$ cat src/rtl/core/hhlp_pkg.sv
// types, constants and helpers shared by the http header line parser
`default_nettype none

package hhlp_pkg;

    localparam int unsigned W_BYTE = 8;
    localparam int unsigned W_OFF  = 14;
    localparam int unsigned W_LEN  = 13;
    localparam int unsigned W_CFG  = 32;

    localparam logic [W_OFF-1:0] HEADER_LIMIT_RESET = 14'd8192;
    localparam logic [2:0]       ADDR_HEADER_LIMIT  = 3'd0;

    localparam logic [W_BYTE-1:0] CH_COLON = 8'h3A;
    localparam logic [W_BYTE-1:0] CH_DASH  = 8'h2D;
    localparam logic [W_BYTE-1:0] CH_UNDER = 8'h5F;
    localparam logic [W_BYTE-1:0] CH_CR    = 8'h0D;
    localparam logic [W_BYTE-1:0] CH_LF    = 8'h0A;
    localparam logic [W_BYTE-1:0] CASE_GAP = 8'h20;

    typedef enum logic [1:0] {
        ST_RECEIVING = 2'd0,
        ST_READY     = 2'd1,
        ST_MALFORMED = 2'd2,
        ST_TOO_LARGE = 2'd3
    } t_status;

    typedef struct packed {
        logic [W_BYTE-1:0] data_byte;
        logic              first_byte;
    } t_item;

    typedef struct packed {
        logic [W_BYTE-1:0] out_byte;
        t_status           status;
        logic              line_done;
        logic [W_LEN-1:0]  key_pos;
        logic [W_LEN-1:0]  key_len;
        logic [W_OFF-1:0]  value_pos;
        logic [W_LEN-1:0]  value_len;
        logic [W_OFF-1:0]  headers_end;
    } t_result;

    function automatic logic is_lower(input logic [W_BYTE-1:0] b);
        return (b >= 8'h61) && (b <= 8'h7A);
    endfunction

    function automatic logic name_char_ok(input logic [W_BYTE-1:0] b);
        logic upper;
        logic digit;
        upper = (b >= 8'h41) && (b <= 8'h5A);
        digit = (b >= 8'h30) && (b <= 8'h39);
        return is_lower(b) || upper || digit || (b == CH_DASH) || (b == CH_UNDER);
    endfunction

endpackage

`default_nettype wire

$ cat src/rtl/core/hhlp_cfg.sv
// apb register block holding the header byte limit
`default_nettype none

module hhlp_cfg
    import hhlp_pkg::*;
(
    input  wire logic             i_clk,
    input  wire logic             i_rst_n,
    input  wire logic             psel,
    input  wire logic             penable,
    input  wire logic             pwrite,
    input  wire logic [2:0]       paddr,
    input  wire logic [W_CFG-1:0] pwdata,
    output logic      [W_CFG-1:0] prdata,
    output logic                  pready,
    output logic      [W_OFF-1:0] o_header_limit
);

    logic [W_OFF-1:0] r_header_limit;
    logic [W_OFF-1:0] n_header_limit;
    logic             sel_limit;

    assign sel_limit = (paddr[2] == ADDR_HEADER_LIMIT[2]);

    always_comb begin
        n_header_limit = r_header_limit;
        if (psel && penable && pwrite && sel_limit) begin
            n_header_limit = pwdata[W_OFF-1:0];
        end
    end

    always_ff @(posedge i_clk) begin
        if (!i_rst_n) begin
            r_header_limit <= HEADER_LIMIT_RESET;
        end else begin
            r_header_limit <= n_header_limit;
        end
    end

    assign prdata         = sel_limit ? {{(W_CFG-W_OFF){1'b0}}, r_header_limit} : '0;
    assign pready         = 1'b1;
    assign o_header_limit = r_header_limit;

endmodule

`default_nettype wire

$ cat src/rtl/core/hhlp_parse.sv
// per-byte parse state and combinational line classification
`default_nettype none

module hhlp_parse
    import hhlp_pkg::*;
#(
    parameter int unsigned MAX_HEADER_BYTES = 8192
) (
    input  wire logic             i_clk,
    input  wire logic             i_rst_n,
    input  wire logic             i_step,
    input  wire t_item            i_item,
    input  wire logic [W_OFF-1:0] i_header_limit,
    output t_result               o_result
);

    localparam int unsigned    W_LIM = 17;
    localparam logic [W_LIM-1:0] MAX_LIM = W_LIM'(MAX_HEADER_BYTES);

    t_status          r_status,    n_status,    s_status;
    logic [W_OFF-1:0] r_count,     n_count,     s_count;
    logic [W_OFF-1:0] r_line,      n_line,      s_line;
    logic [W_OFF-1:0] r_colon_off, n_colon_off, s_colon_off;
    logic             r_colon,     n_colon,     s_colon;
    logic             r_clean,     n_clean,     s_clean;
    logic             r_cr,        n_cr,        s_cr;
    logic [W_OFF-1:0] r_end,       n_end,       s_end;

    logic [W_LIM-1:0] lim;
    logic [W_OFF-1:0] cr_at;
    logic [W_OFF-1:0] vpos;
    logic [W_OFF-1:0] klen_w;
    logic [W_OFF-1:0] vlen_w;
    logic [W_BYTE-1:0] b;

    assign b = i_item.data_byte;
    assign lim = ({3'b000, i_header_limit} > MAX_LIM) ? MAX_LIM : {3'b000, i_header_limit};

    // first byte of a request restarts from a clean state
    always_comb begin
        if (i_item.first_byte) begin
            s_status    = ST_RECEIVING;
            s_count     = '0;
            s_line      = '0;
            s_colon_off = '0;
            s_colon     = 1'b0;
            s_clean     = 1'b1;
            s_cr        = 1'b0;
            s_end       = '0;
        end else begin
            s_status    = r_status;
            s_count     = r_count;
            s_line      = r_line;
            s_colon_off = r_colon_off;
            s_colon     = r_colon;
            s_clean     = r_clean;
            s_cr        = r_cr;
            s_end       = r_end;
        end
    end

    assign cr_at  = s_count - 14'd1;
    assign vpos   = s_colon_off + 14'd1;
    assign klen_w = s_colon_off - s_line;
    assign vlen_w = cr_at - vpos;

    always_comb begin
        n_status    = s_status;
        n_count     = s_count;
        n_line      = s_line;
        n_colon_off = s_colon_off;
        n_colon     = s_colon;
        n_clean     = s_clean;
        n_cr        = s_cr;
        n_end       = s_end;

        o_result           = '0;
        o_result.out_byte  = b;

        if (s_status == ST_RECEIVING) begin
            if (!s_colon && is_lower(b)) begin
                o_result.out_byte = b - CASE_GAP;
            end
            if (s_cr && (b == CH_LF)) begin
                if (cr_at == s_line) begin
                    n_status = ST_READY;
                    n_end    = s_count + 14'd1;
                end else if (!s_colon || (s_colon_off == s_line) || !s_clean) begin
                    n_status = ST_MALFORMED;
                end else begin
                    o_result.line_done = 1'b1;
                    o_result.key_pos   = s_line[W_LEN-1:0];
                    o_result.key_len   = klen_w[W_LEN-1:0];
                    o_result.value_pos = vpos;
                    o_result.value_len = vlen_w[W_LEN-1:0];
                end
                n_line  = s_count + 14'd1;
                n_colon = 1'b0;
                n_clean = 1'b1;
                n_cr    = 1'b0;
            end else begin
                if (s_cr && !s_colon) begin
                    n_clean = 1'b0;
                end
                if (b == CH_CR) begin
                    n_cr = 1'b1;
                end else begin
                    n_cr = 1'b0;
                    if (!s_colon) begin
                        if (b == CH_COLON) begin
                            n_colon     = 1'b1;
                            n_colon_off = s_count;
                        end else if (!name_char_ok(b)) begin
                            n_clean = 1'b0;
                        end
                    end
                end
            end
            n_count = s_count + 14'd1;
            if ((n_status == ST_RECEIVING) && ({3'b000, n_count} >= lim)) begin
                n_status = ST_TOO_LARGE;
            end
        end

        o_result.status      = n_status;
        o_result.headers_end = (n_status == ST_READY) ? n_end : '0;
    end

    always_ff @(posedge i_clk) begin
        if (!i_rst_n) begin
            r_status    <= ST_RECEIVING;
            r_count     <= '0;
            r_line      <= '0;
            r_colon_off <= '0;
            r_colon     <= 1'b0;
            r_clean     <= 1'b1;
            r_cr        <= 1'b0;
            r_end       <= '0;
        end else if (i_step) begin
            r_status    <= n_status;
            r_count     <= n_count;
            r_line      <= n_line;
            r_colon_off <= n_colon_off;
            r_colon     <= n_colon;
            r_clean     <= n_clean;
            r_cr        <= n_cr;
            r_end       <= n_end;
        end
    end

endmodule

`default_nettype wire

$ cat src/rtl/core/http_header_line_parser_top.sv
// http header line parser: a request byte in, a classified byte with line info out
//
// input stream: one request byte per transaction in s_axis_tdata, s_axis_tuser
// set on the first byte of a new request (clears all parse state)
// output stream: one result transaction per input byte, carrying the byte
// (uppercased inside header names), the request status, a line_done flag and
// the key/value offsets and lengths of a completed header line, plus the
// header end offset once the blank line is seen
// throughput: one byte per cycle when the receiver does not stall; the parse state
// is a single register set updated by one pass of logic between the input and the
// result register; a taken byte passes the input register, then the result register
// apb port: header_limit at addresses 0 to 3, written on the access cycle
// reset: status receiving, all offsets zero, header_limit 8192, both
// pipeline registers empty
// when the receiver stalls, the result register holds and the input register
// keeps one more byte; s_axis_tready drops only when both are full
`default_nettype none

module http_header_line_parser_top
    import hhlp_pkg::*;
#(
    parameter int unsigned MAX_HEADER_BYTES = 8192
) (
    input  wire logic             i_clk,
    input  wire logic             i_rst_n,
    input  wire logic             s_axis_tvalid,
    output logic                  s_axis_tready,
    input  wire logic [7:0]       s_axis_tdata,  // data_byte
    input  wire logic [0:0]       s_axis_tuser,  // first_byte
    output logic                  m_axis_tvalid,
    input  wire logic             m_axis_tready,
    // out_byte, key_pos, key_len, value_pos, value_len, headers_end, zero pad
    output logic      [79:0]      m_axis_tdata,
    output logic      [2:0]       m_axis_tuser,  // status, line_done
    input  wire logic             psel,
    input  wire logic             penable,
    input  wire logic             pwrite,
    input  wire logic [2:0]       paddr,
    input  wire logic [W_CFG-1:0] pwdata,
    output logic      [W_CFG-1:0] prdata,
    output logic                  pready
);

    logic             r_in_valid;
    t_item            r_in;
    logic             r_out_valid;
    t_result          r_out;
    t_result          result;
    logic             advance;
    logic             step;
    logic [W_OFF-1:0] header_limit;

    assign advance       = !r_out_valid || m_axis_tready;
    assign step          = r_in_valid && advance;
    assign s_axis_tready = !r_in_valid || advance;

    hhlp_cfg u_cfg (
        .i_clk          (i_clk),
        .i_rst_n        (i_rst_n),
        .psel           (psel),
        .penable        (penable),
        .pwrite         (pwrite),
        .paddr          (paddr),
        .pwdata         (pwdata),
        .prdata         (prdata),
        .pready         (pready),
        .o_header_limit (header_limit)
    );

    hhlp_parse #(
        .MAX_HEADER_BYTES (MAX_HEADER_BYTES)
    ) u_parse (
        .i_clk          (i_clk),
        .i_rst_n        (i_rst_n),
        .i_step         (step),
        .i_item         (r_in),
        .i_header_limit (header_limit),
        .o_result       (result)
    );

    always_ff @(posedge i_clk) begin
        if (!i_rst_n) begin
            r_in_valid <= 1'b0;
        end else if (s_axis_tready) begin
            r_in_valid <= s_axis_tvalid;
        end
    end

    always_ff @(posedge i_clk) begin
        if (s_axis_tready && s_axis_tvalid) begin
            r_in.data_byte  <= s_axis_tdata;
            r_in.first_byte <= s_axis_tuser[0];
        end
    end

    always_ff @(posedge i_clk) begin
        if (!i_rst_n) begin
            r_out_valid <= 1'b0;
        end else if (advance) begin
            r_out_valid <= r_in_valid;
        end
    end

    always_ff @(posedge i_clk) begin
        if (step) begin
            r_out <= result;
        end
    end

    assign m_axis_tvalid = r_out_valid;
    assign m_axis_tdata  = {5'b00000, r_out.headers_end, r_out.value_len, r_out.value_pos,
                            r_out.key_len, r_out.key_pos, r_out.out_byte};
    assign m_axis_tuser  = {r_out.line_done, r_out.status};

    // a completed header line comes with receiving or, at the limit, too large
    a_line_done_receiving: assert property (@(posedge i_clk) disable iff (!i_rst_n)
        (m_axis_tvalid && m_axis_tuser[2]) |->
            ((m_axis_tuser[1:0] == ST_RECEIVING) || (m_axis_tuser[1:0] == ST_TOO_LARGE)))
        else $error("line_done with ready or malformed status");

    // header end offset is only shown with ready status
    a_end_only_ready: assert property (@(posedge i_clk) disable iff (!i_rst_n)
        (m_axis_tvalid && (m_axis_tuser[1:0] != ST_READY)) |-> (m_axis_tdata[74:61] == '0))
        else $error("headers_end nonzero without ready status");

    // a byte leaving the input register always lands in the result register
    a_step_to_out: assert property (@(posedge i_clk) disable iff (!i_rst_n)
        step |=> r_out_valid)
        else $error("stepped byte lost");

endmodule

`default_nettype wire
$ cat config.mk
export PLATFORM = sky130hd
export DESIGN_NAME = http_header_line_parser_top
export DESIGN_NICKNAME = d
export VERILOG_FILES = /design/src/rtl/core/hhlp_pkg.sv /design/src/rtl/core/hhlp_cfg.sv /design/src/rtl/core/hhlp_parse.sv /design/src/rtl/core/http_header_line_parser_top.sv
export SDC_FILE = /design/constraint.sdc
export NUM_CORES = 1
export LEC_CHECK = 0
export BUFFER_PORTS_ARGS = -buffer_cell sky130_fd_sc_hd__buf_4
export CAP_MARGIN = 15
export CORE_MARGIN = 5
export CORE_UTILIZATION = 60
export DETAILED_ROUTE_END_ITERATION = 16
export GPL_ROUTABILITY_DRIVEN = 0
export PLACE_DENSITY = 0.84
export SLEW_MARGIN = 30
export SYNTH_ARGS = -nofsm -noshare
export SYNTH_HDL_FRONTEND = slang
export SYNTH_SLANG_ARGS = --single-unit
$ cat constraint.sdc
create_clock -name i_clk -period 11.2 [get_ports i_clk]
set_input_delay 1.12 -clock i_clk [delete_from_list [all_inputs] [get_ports i_clk]]
set_output_delay 1.12 -clock i_clk [all_outputs]
set_load 0.02 [all_outputs]
Word level (Yosys, flattened, before mapping) --
Cells that the tools add are included. W data, S select, Z words.
Word-level totals: register bits after elaboration 164, bits of input ports 51, output and inout port bits 118, logic and storage cells 119
Operators by class: add/sub/neg operators 6, $lt $le $gt $ge 8, eq/ne operators 8, muxes and demuxes 45, bitwise gates (word level) 3, reductions and logical operators 28
Operators with widths (count):
- $mux W14 | 17
- $mux W54 | 1
- $add A14 B1 Y14 const B | 2
- $eq A14 B14 Y1 | 2
- $sub A13 B13 Y13 | 2
- $mux W1 | 18
- $ge A14 B17 Y1 | 1
- $eq A8 B4 Y1 const B | 2
- $eq A8 B6 Y1 const B | 2
- $ge A8 B7 Y1 const B | 2
- $le A8 B7 Y1 const B | 2
- $mux W8 | 2
- $gt A14 B14 Y1 const B | 1
- $mux W2 | 7
- $sub A14 B1 Y14 const B | 1
- $logic_and A1 B1 Y1 | 12
- $eq A8 B7 Y1 const B | 1
- $ge A8 B6 Y1 const B | 1
- $le A8 B6 Y1 const B | 1
- $logic_or A1 B1 Y1 | 8
- $sub A8 B6 Y8 const B | 1
- $logic_not A1 Y1 | 4
- $logic_not A2 Y1 | 2
- $reduce_or A4 Y1 | 1
- 3 further kinds | 5

Longest topological paths before layout --
Gate-level depths: netlist of run 1.
depth after elaboration 13, mapped depth 19, gate-level depth less buffers 16

By module --
From an unflattened synthesis of run 1, not the netlist that was laid out.
Second synthesis, totals: cell total of the unflattened synthesis 1127, area, all modules 10254.8 µm²
Modules (own cells, without submodules):
- hhlp_parse | times used 1, cells each 927, area an instance 6661.4 µm², sequential area each 1221.2 µm²
- http_header_line_parser_top | times used 1, cells each 102, area an instance 2757.6 µm², sequential area each 2652.5 µm²
- hhlp_cfg | times used 1, cells each 98, area an instance 835.8 µm², sequential area each 280.3 µm²

Least setup slack after synthesis of run 1 --
OpenSTA, ideal clock, no wires.
path kind in2reg, start input port m_axis_tready, end register u_parse.r_colon_off[11], setup time 0.128 ns, arrival time 5.075 ns, required time 11.072 ns, setup slack 5.998 ns, stages 9, buffers on the path 3, path through nor2b_1 nand2b_1 clkbuf_1 inv_1 clkbuf_1 o21ai_0 clkbuf_1 a22oi_1 nor2_1
Between the ends: cells in the longest elaborated chain, start to end 2
Ends and longest elaborated chain:
- start: declaration | RTL line http_header_line_parser_top.sv:31 | input wire logic m_axis_tready,
- $logic_or A1 B1 Y1 | RTL line http_header_line_parser_top.sv:53 | assign advance = !r_out_valid || m_axis_tready;
- $logic_and A1 B1 Y1 | RTL line http_header_line_parser_top.sv:54 | assign step = r_in_valid && advance;
- via step | RTL line http_header_line_parser_top.sv:50 | logic step;
- end signal: assignment | RTL line hhlp_parse.sv:143 | r_colon_off <= n_colon_off;
- end: declaration | RTL line hhlp_parse.sv:23 | logic [W_OFF-1:0] r_colon_off, n_colon_off, s_colon_off;
The timed path passes the listed nets, and every way through them passes these cells. A chain may end at the register's enable or synchronous reset.

==> out/results.txt, run 1 <==
First-pass GRT wire length: 41400 um
Final setup fails: 0
Fin crit period: 5.22 ns
Post-CTS Hold Buffers: 0
Slew HR: 0.455
DRT Pass-1 Iters: 6
TritonCTS clock tree: done
Clock root buffer master: clkbuf_16
CP cell instances: buf_4, clkinv_1, buf_4, nand2_1, inv_1, ha_1, and3_1, and3_1, nand2_1, xnor2_1, ha_1, a21o_1, a21oi_1, nor2b_1, o21ai_0, nand2b_1, or3b_2, and3_1
Worst-skew pair later-pin latency: 0.43 ns
Worst-margin pin slew: 0.812 ns
Final HPWL DP: 18000 um
Fin cells: 1440
Simple-Gate Fraction of Synth Area: 0.239
Post-synth EDFFs: 87
Initial Util: 0.608
Kind of critical path: reg2reg
Yosys warning total: 0
Core ar.: 0.0165 mm2
Most common flop cell mapped by yosys: edfxtp_1
Post-synthesis mux area share: 0.00709
Max-slew violations: 0
Period utilization: 0.466
Share of cells above drive strength 1: 0.151
Pwr/cell area: 122 mW/mm2
Chip height: 139 um
Synth area leaders: edfxtp_1, dfxtp_1, ha_1, nor2_1, nand2_1
Routed vias/inst: 6.23
Post-synthesis sequential area ratio: 0.413
Die ar.: 0.0194 mm2
Post-Synth Adder-Cell Area: 0.0588
Switching share of power: 0.238
Clock skew: 0.00798 ns
Syn-to-layout area delta: 14.9%
Setup Fix Bufs, Post-CTS: 0
Hold Path Cell Cnt: 2
Port Buffers: 124
Worst vdd ir: 0.123 mV
WL final: 25800 um
Row cnt: 47
Worst path max stage delay: 0.47 ns
Arrival time at the worst endpoint: 5.40 ns
Pint: 1070 uW
Achievable Freq: 0.191 GHz
Die W: 139 um
Min-Delay Path Class: reg2reg
Via Count: 8966
CTS buffer count: 17
Worst setup SP type: register
Syn avg cell area: 8.89 um2
Yosys top cell area share: 0.260
RSZ-0062 raised after global routing: false
Gr ovfl total: 0
Clock group share of total power: 0.431
Largest family of logic cells by synthesized area: simple AND/OR/NAND/NOR gates
DRT iter0 DRCs: 1036
Critical path peak fanout: 62
Placed instance area: 0.0109 mm2
Maxcap violations: 0
Drt drc: 0
R2R cell count: 18
Antenna diodes: 0
Xor-xnor portion of the synthesized cell area: 0.0499
Setup TNS: 0 ns
CTS resizes: 0
Power share of the combinational group: 0.101
WL/cell: 17.9 um
Initial antenna violation count: 0
P_leak: 0.00445 uW
Clock buffer depth: 2
Synth area leader: edfxtp_1
Placed cell count: 1408
Nets: 1304
Critical Path RT: 11.38 ns
# fillers: 1282
Sink Count: 164
Compound-Gate Fraction of Synth Area: 0.165
Gate Count Post-Synth: 1131
Power share of the sequential group: 0.468
GRT Util Overall: 0.258
Status: complete, no violations
Async set-reset flop share out of synthesis: 0
NetSw: 336 uW
Hold Fails Final Rpt: 0
Synth cell types: 82
Mapped cell area: 0.0101 mm2
Worst-path clk slew: 0.06 ns
Critical Path End Type: register
Crit path top cell by count: and3_1
ANT nets after route: 0
CTS H-tree lvls: 4
Slowest CP cell: or3b_2
Largest net degree at the start of global routing: 74
IO Count: 169
Synth Register Bits: 164
Final Cell Area: 0.0115 mm2
Number of global-route vias before repair: 8433
==> cell type report <==
cell class                      count  area, um2  share of cell area
Clock buffer                       26        532              0.0461
Multi-Input combinational cell    850       5350               0.463
Inverter                           41        155              0.0134
Sequential cell                   164       4150               0.360
Tap cell                          220        275              0.0238
Timing Repair Buffer              133        998              0.0865
Clock inverter                      6       87.6             0.00758
==> cell usage after synthesis, drive strengths merged (10+ instances only) <==
master / number
nand2: 120
xor2: 20
nor4: 13
a22oi: 34
dfxtp: 77
and3: 27
a211oi: 12
xnor2: 32
nor3: 37
or3: 12
nor2b: 45
nand3: 28
inv: 40
a31oi: 10
ha: 44
edfxtp: 87
nor2: 128
nand2b: 16
nand4: 22
o21ai: 30
buf: 51
clkbuf: 47
a21oi: 65
==> through the flow <==
stage	hold slack, ns	worst slack (ns)	util	power [uW]
floorplan	0.453	6.00	-	770
global placement	0.461	6.24	0.660	809
detailed placement	0.476	6.17	0.661	812
CTS	0.488	6.14	0.698	1410
global route	0.499	5.75	0.699	1450
finish	0.489	5.98	0.699	1410
==> metal layers <==
| metal | vias to the layer above | share of wire | global-route usage |
|---|---|---|---|
| li1 | 4198 | - | - |
| met1 | 4167 | 0.38 | 0.314 |
| met2 | 511 | 0.48 | 0.428 |
| met3 | 90 | 0.093 | 0.0504 |
| met4 | 0 | 0.048 | 0.145 |
| met5 | - | 0 | 0 |
==> critical path: cells and delay by family (launching register included) <==
| family | cells | cell delay [ns] |
|---|---|---|
| AOI/OAI and AO/OA | 3 | 0.46 |
| adders and majority gates | 2 | 0.67 |
| and+or+nand+nor | 8 | 1.77 |
| DFF | 1 | 0.36 |
| xor gates and xnor gates | 1 | 0.45 |
| buffers and inverters | 4 | 1.23 |
==> state kept, by name, summed over array words and instances, names as in the netlist, 2 cells and up <==
| name | cells |
|---|---|
| m_axis_tuser | 3 |
| r_in | 9 |
| u_parse.r_end | 14 |
| u_parse.r_count | 14 |
| m_axis_tdata | 75 |
| u_cfg.o_header_limit | 14 |
| u_parse.r_line | 14 |
| u_parse.r_status | 2 |
| u_parse.r_colon_off | 14 |
==> power groups by stage <==
stage	Combinational [uW]	Clock, uW	Sequential, uW
global route	153	639	661
global placement	138	0	671
CTS	141	609	659
finish	143	606	659
floorplan	83.2	0	687
detailed placement	141	0	672
==> cell families (layout without fill, tap and decap cells) <==
| family | count (synthesis) | in the layout |
|---|---|---|
| AOI/OAI and AO/OA | 239 | 239 |
| adders and majority gates | 46 | 46 |
| buffers and inverters | 139 | 206 |
| and+or+nand+nor | 480 | 480 |
| muxes | 7 | 7 |
| xor gates and xnor gates | 54 | 54 |
| DFF | 164 | 164 |
| other | 2 | 24 |
==> path summary, 6_finish.rpt <==
check / to / from / slack, ns
worst min register to register: u_parse.r_end[1] / u_parse.r_end[1] / 0.49
worst min-delay path: u_parse.r_end[1] / u_parse.r_end[1] / 0.49
worst max-delay path: m_axis_tuser[1] / r_in[0] / 5.98
worst max register to register: m_axis_tuser[1] / r_in[0] / 5.98
==> placed cells by master, fill, tap and decap left out, types with 16 or more instances in the layout <==
| cell | count |
|---|---|
| clkbuf_16 | 19 |
| nor2b_1 | 45 |
| xnor2_1 | 32 |
| nand2b_1 | 16 |
| dfxtp_1 | 77 |
| nand2_1 | 120 |
| nor3_1 | 35 |
| edfxtp_1 | 87 |
| o21ai_0 | 29 |
| a21oi_1 | 65 |
| a22oi_1 | 34 |
| xor2_1 | 20 |
| ha_1 | 44 |
| conb_1 | 24 |
| buf_4 | 133 |
| nand3_1 | 27 |
| and3_1 | 27 |
| inv_1 | 37 |
| nor2_1 | 127 |
| nand4_1 | 22 |
No activity file was read; power rests on OpenSTA's default activity.
==> run 2: changes to the inputs <==
--- a/config.mk
+++ b/config.mk
@@ -5,13 +5,14 @@
 export SDC_FILE = /design/constraint.sdc
 export NUM_CORES = 1
 export LEC_CHECK = 0
+export ABC_AREA = 1
 export BUFFER_PORTS_ARGS = -buffer_cell sky130_fd_sc_hd__buf_4
 export CAP_MARGIN = 15
 export CORE_MARGIN = 5
-export CORE_UTILIZATION = 60
+export CORE_UTILIZATION = 52
 export DETAILED_ROUTE_END_ITERATION = 16
 export GPL_ROUTABILITY_DRIVEN = 0
-export PLACE_DENSITY = 0.84
+export PLACE_DENSITY = 0.78
 export SLEW_MARGIN = 30
 export SYNTH_ARGS = -nofsm -noshare
 export SYNTH_HDL_FRONTEND = slang
==> constraint.sdc (replaced) <==
create_clock -name i_clk -period 4.2 [get_ports i_clk]
set_input_delay 0.42 -clock i_clk [delete_from_list [all_inputs] [get_ports i_clk]]
set_output_delay 0.42 -clock i_clk [all_outputs]
set_load 0.02 [all_outputs]
==> run 2 against run 1 <==
- cell count is 19% higher
- sequential power grew to 2.7 times the previous value
- worst setup slack worse by 5.6 ns
- combinational power grew to 6.1 times the previous value
- critical path depth increased by 4
- synthesized cell count rose by 17%
- die area grew 15%
- largest cell class unchanged
- largest power group unchanged
==> out/results.txt, run 2 <==
First-pass GRT wire length: 41300 um (was 41400 um)
Synth Register Bits: 164 (unchanged)
ANT nets after route: 0 (unchanged)
Drt drc: 0 (unchanged)
Pwr/cell area: 354 mW/mm2 (was 122 mW/mm2)
Worst R2R Start: r_in[0] (unchanged)
CP endpoint: u_parse.r_status[1] (was m_axis_tuser[1])
Fin crit period: 3.81 ns (was 5.22 ns)
Synth cell types: 54 (was 82)
CTS buffer count: 17 (unchanged)
Max-slew violations: 0 (unchanged)
Nets: 1532 (was 1304)
Min-Delay Path Class: in2reg (was reg2reg)
Kind of critical path: reg2reg (unchanged)
Achievable Freq: 0.263 GHz (was 0.191 GHz)
Hold Fails Final Rpt: 0 (unchanged)
Gr ovfl total: 0 (unchanged)
Row cnt: 51 (was 47)
Worst-margin pin slew: 0.855 ns (was 0.812 ns)
Critical path peak fanout: 8 (was 62)
Dpl ws: 0.367 ns (was 6.17 ns)
WL final: 25300 um (was 25800 um)
Most common flop cell mapped by yosys: edfxtp_1 (unchanged)
Initial antenna violation count: 0 (unchanged)
Max reg flops: 75 (unchanged)
R2R cell count: 22 (was 18)
R2R setup slack: 0.39 ns (was 5.98 ns)
Worst-skew pair later-pin latency: 0.44 ns (was 0.43 ns)
Worst hold slack: 0.151 ns (was 0.489 ns)
Via Count: 9220 (was 8966)
Arrival time at the worst endpoint: 4.19 ns (was 5.40 ns)
Clock skew: 0.0100 ns (was 0.00798 ns)
Post-synth EDFFs: 87 (unchanged)
Seq. cell area: 0.00415 mm2 (unchanged)
Most frequent cell after synthesis: nand2_1 (was nor2_1)
TritonCTS clock tree: done (unchanged)
Total power: 4180 uW (was 1410 uW)
Die W: 150 um (was 139 um)
Leading cell types in the layout, fill and taps excluded: nand2_1, inv_1, nor2_1 (was buf_4, nor2_1, nand2_1)
DRT Pass-1 Iters: 7 (was 6)
Chip height: 150 um (was 139 um)
Setup TNS: 0 ns (unchanged)
Port Buffers: 124 (unchanged)
Routed vias/inst: 5.38 (was 6.23)
GRT Util Overall: 0.229 (was 0.258)
Worst setup SP type: register (unchanged)
Post-synth top cells: nand2_1, inv_1, nor2_1 (was nor2_1, nand2_1, edfxtp_1)
Worst vdd ir: 0.307 mV (was 0.123 mV)
Clock buffer depth: 2 (unchanged)
Final HPWL DP: 18500 um (was 18000 um)
CTS H-tree lvls: 4 (unchanged)
IO Count: 169 (unchanged)
Async set-reset flop share out of synthesis: 0 (unchanged)
Initial Util: 0.524 (was 0.608)
Yosys top cell area share: 0.258 (was 0.260)
Commonest non-fill, non-tap cell in the layout: nand2_1 (was buf_4)
DRT iter0 DRCs: 904 (was 1036)
Final worst slack: 0.394 ns (was 5.98 ns)
Worst-path clk slew: 0.07 ns (was 0.06 ns)
Antenna diodes: 0 (unchanged)
Post-synthesis sequential area ratio: 0.410 (was 0.413)
Post-CTS Hold Buffers: 0 (unchanged)
Core Util, Final: 0.610 (was 0.699)
Core ar.: 0.0193 mm2 (was 0.0165 mm2)
P_leak: 0.00539 uW (was 0.00445 uW)
Sink Count: 164 (unchanged)
Area of the multi-input gates: 0.00493 mm2 (was 0.00535 mm2)
Syn avg cell area: 7.65 um2 (was 8.89 um2)
Critical Path RT: 4.59 ns (was 11.38 ns)
Mapped cell area: 0.0101 mm2 (about the same)
Yosys warning total: 0 (unchanged)
WL/cell: 14.8 um (was 17.9 um)
Number of global-route vias before repair: 8784 (was 8433)
RSZ-0062 raised after global routing: false (unchanged)
Status: complete, no violations (unchanged)
Die ar.: 0.0224 mm2 (was 0.0194 mm2)
Period utilization: 0.906 (was 0.466)
Slew HR: 0.428 (was 0.455)
Worst setup path start: r_in[0] (unchanged)
# fillers: 1717 (was 1282)
Maxcap violations: 0 (unchanged)
Share of cells above drive strength 1: 0.162 (was 0.151)
Final setup fails: 0 (unchanged)
Synth area leaders: edfxtp_1, dfxtp_1, nand2_1, inv_1, a21oi_1 (was edfxtp_1, dfxtp_1, ha_1, nor2_1, nand2_1)
Synth area leader: edfxtp_1 (unchanged)
Gate Count Post-Synth: 1324 (was 1131)
Syn-to-layout area delta: 16.4% (was 14.9%)
Clock root buffer master: clkbuf_16 (unchanged)
Reg2reg end: u_parse.r_status[1] (was m_axis_tuser[1])
Largest net degree at the start of global routing: 85 (was 74)
Critical Path End Type: register (unchanged)
run 2: cell count changes in the layout (fill, tap and decap cells not counted), moves of 22 or more:
cell     change
inv_1      +145
nand2_1    +114
a21oi_1     +63
nand3_1     +48
nor2b_1     -45
o21ai_0     +40
a22oi_1     -34
and3_1      -25
xnor2_1     -25
nor2_1      +22
run 2: layout make-up:
class | count | area share
sequential | 164 | 0.352
timing repair buffer | 140 | 0.0905
inverter | 197 | 0.0631
clock buffer | 18 | 0.0372
tap | 265 | 0.0281
clock inverter | 14 | 0.0109
multi-input combinational | 915 | 0.418
run 2: report_power, final:
part	switching (uW)	internal, uW
Combinational	568	306
Clock	668	834
Sequential	40.4	1760
run 2: worst min path at each step:
stage                                   start                   to  cells after the start
after floorplan           u_parse.r_count[12]  u_parse.r_count[12]                      2
after global placement      u_parse.r_line[9]    u_parse.r_line[9]                      2
after detailed placement      u_parse.r_colon      u_parse.r_colon                      2
after CTS                     s_axis_tdata[7]              r_in[8]                      1
after global routing          s_axis_tdata[0]              r_in[1]                      1
final                         s_axis_tdata[7]              r_in[8]                      1
run 2: logic make-up after synthesis:
family          share of synthesized area
simple gates                        0.240
other cells                      0.000741
flops                               0.410
fa+ha+maj                          0.0583
compound gates                      0.148
xor+xnor                           0.0315
buf+inv                             0.112
run 2: stage by stage:
| step | instance area, um2 | cells |
|---|---|---|
| floorplan | 10200 | 1346 |
| global placement | 11200 | 1681 |
| detailed placement | 11200 | 1681 |
| CTS | 11800 | 1713 |
| global route | 11800 | 1713 |
| finish | 11800 | 1713 |
run 2: metal layers:
layer,vias to the layer above,wire (um),GRT usage
li1,4551,-,-
met1,4217,10600,0.294
met2,403,12000,0.380
met3,49,1960,0.0433
met4,0,762,0.0947
met5,-,0,0
run 2: what timing repair did:
action                                  4_1_cts  5_1_grt
setup buffers                                 0        0
gates resized for setup                       0        2
endpoints found under the setup margin        0        2
run 2: critical path: stages (launching register included):
cell      delay [ns]
edfxtp_1        0.48
inv_2           0.20
nand2_2         0.16
inv_2           0.18
ha_1            0.20
nand3_1         0.12
nor3_1          0.27
nand2_1         0.11
nor2_1          0.24
nand2_1         0.12
xor2_1          0.20
ha_1            0.35
nand2_1         0.06
nor2_1          0.08
nand3_1         0.07
or3_1           0.31
nand4_1         0.11
nand2_1         0.06
a21oi_1         0.12
nand2_1         0.07
nand2_1         0.08
o21ai_0         0.08
inv_1           0.08
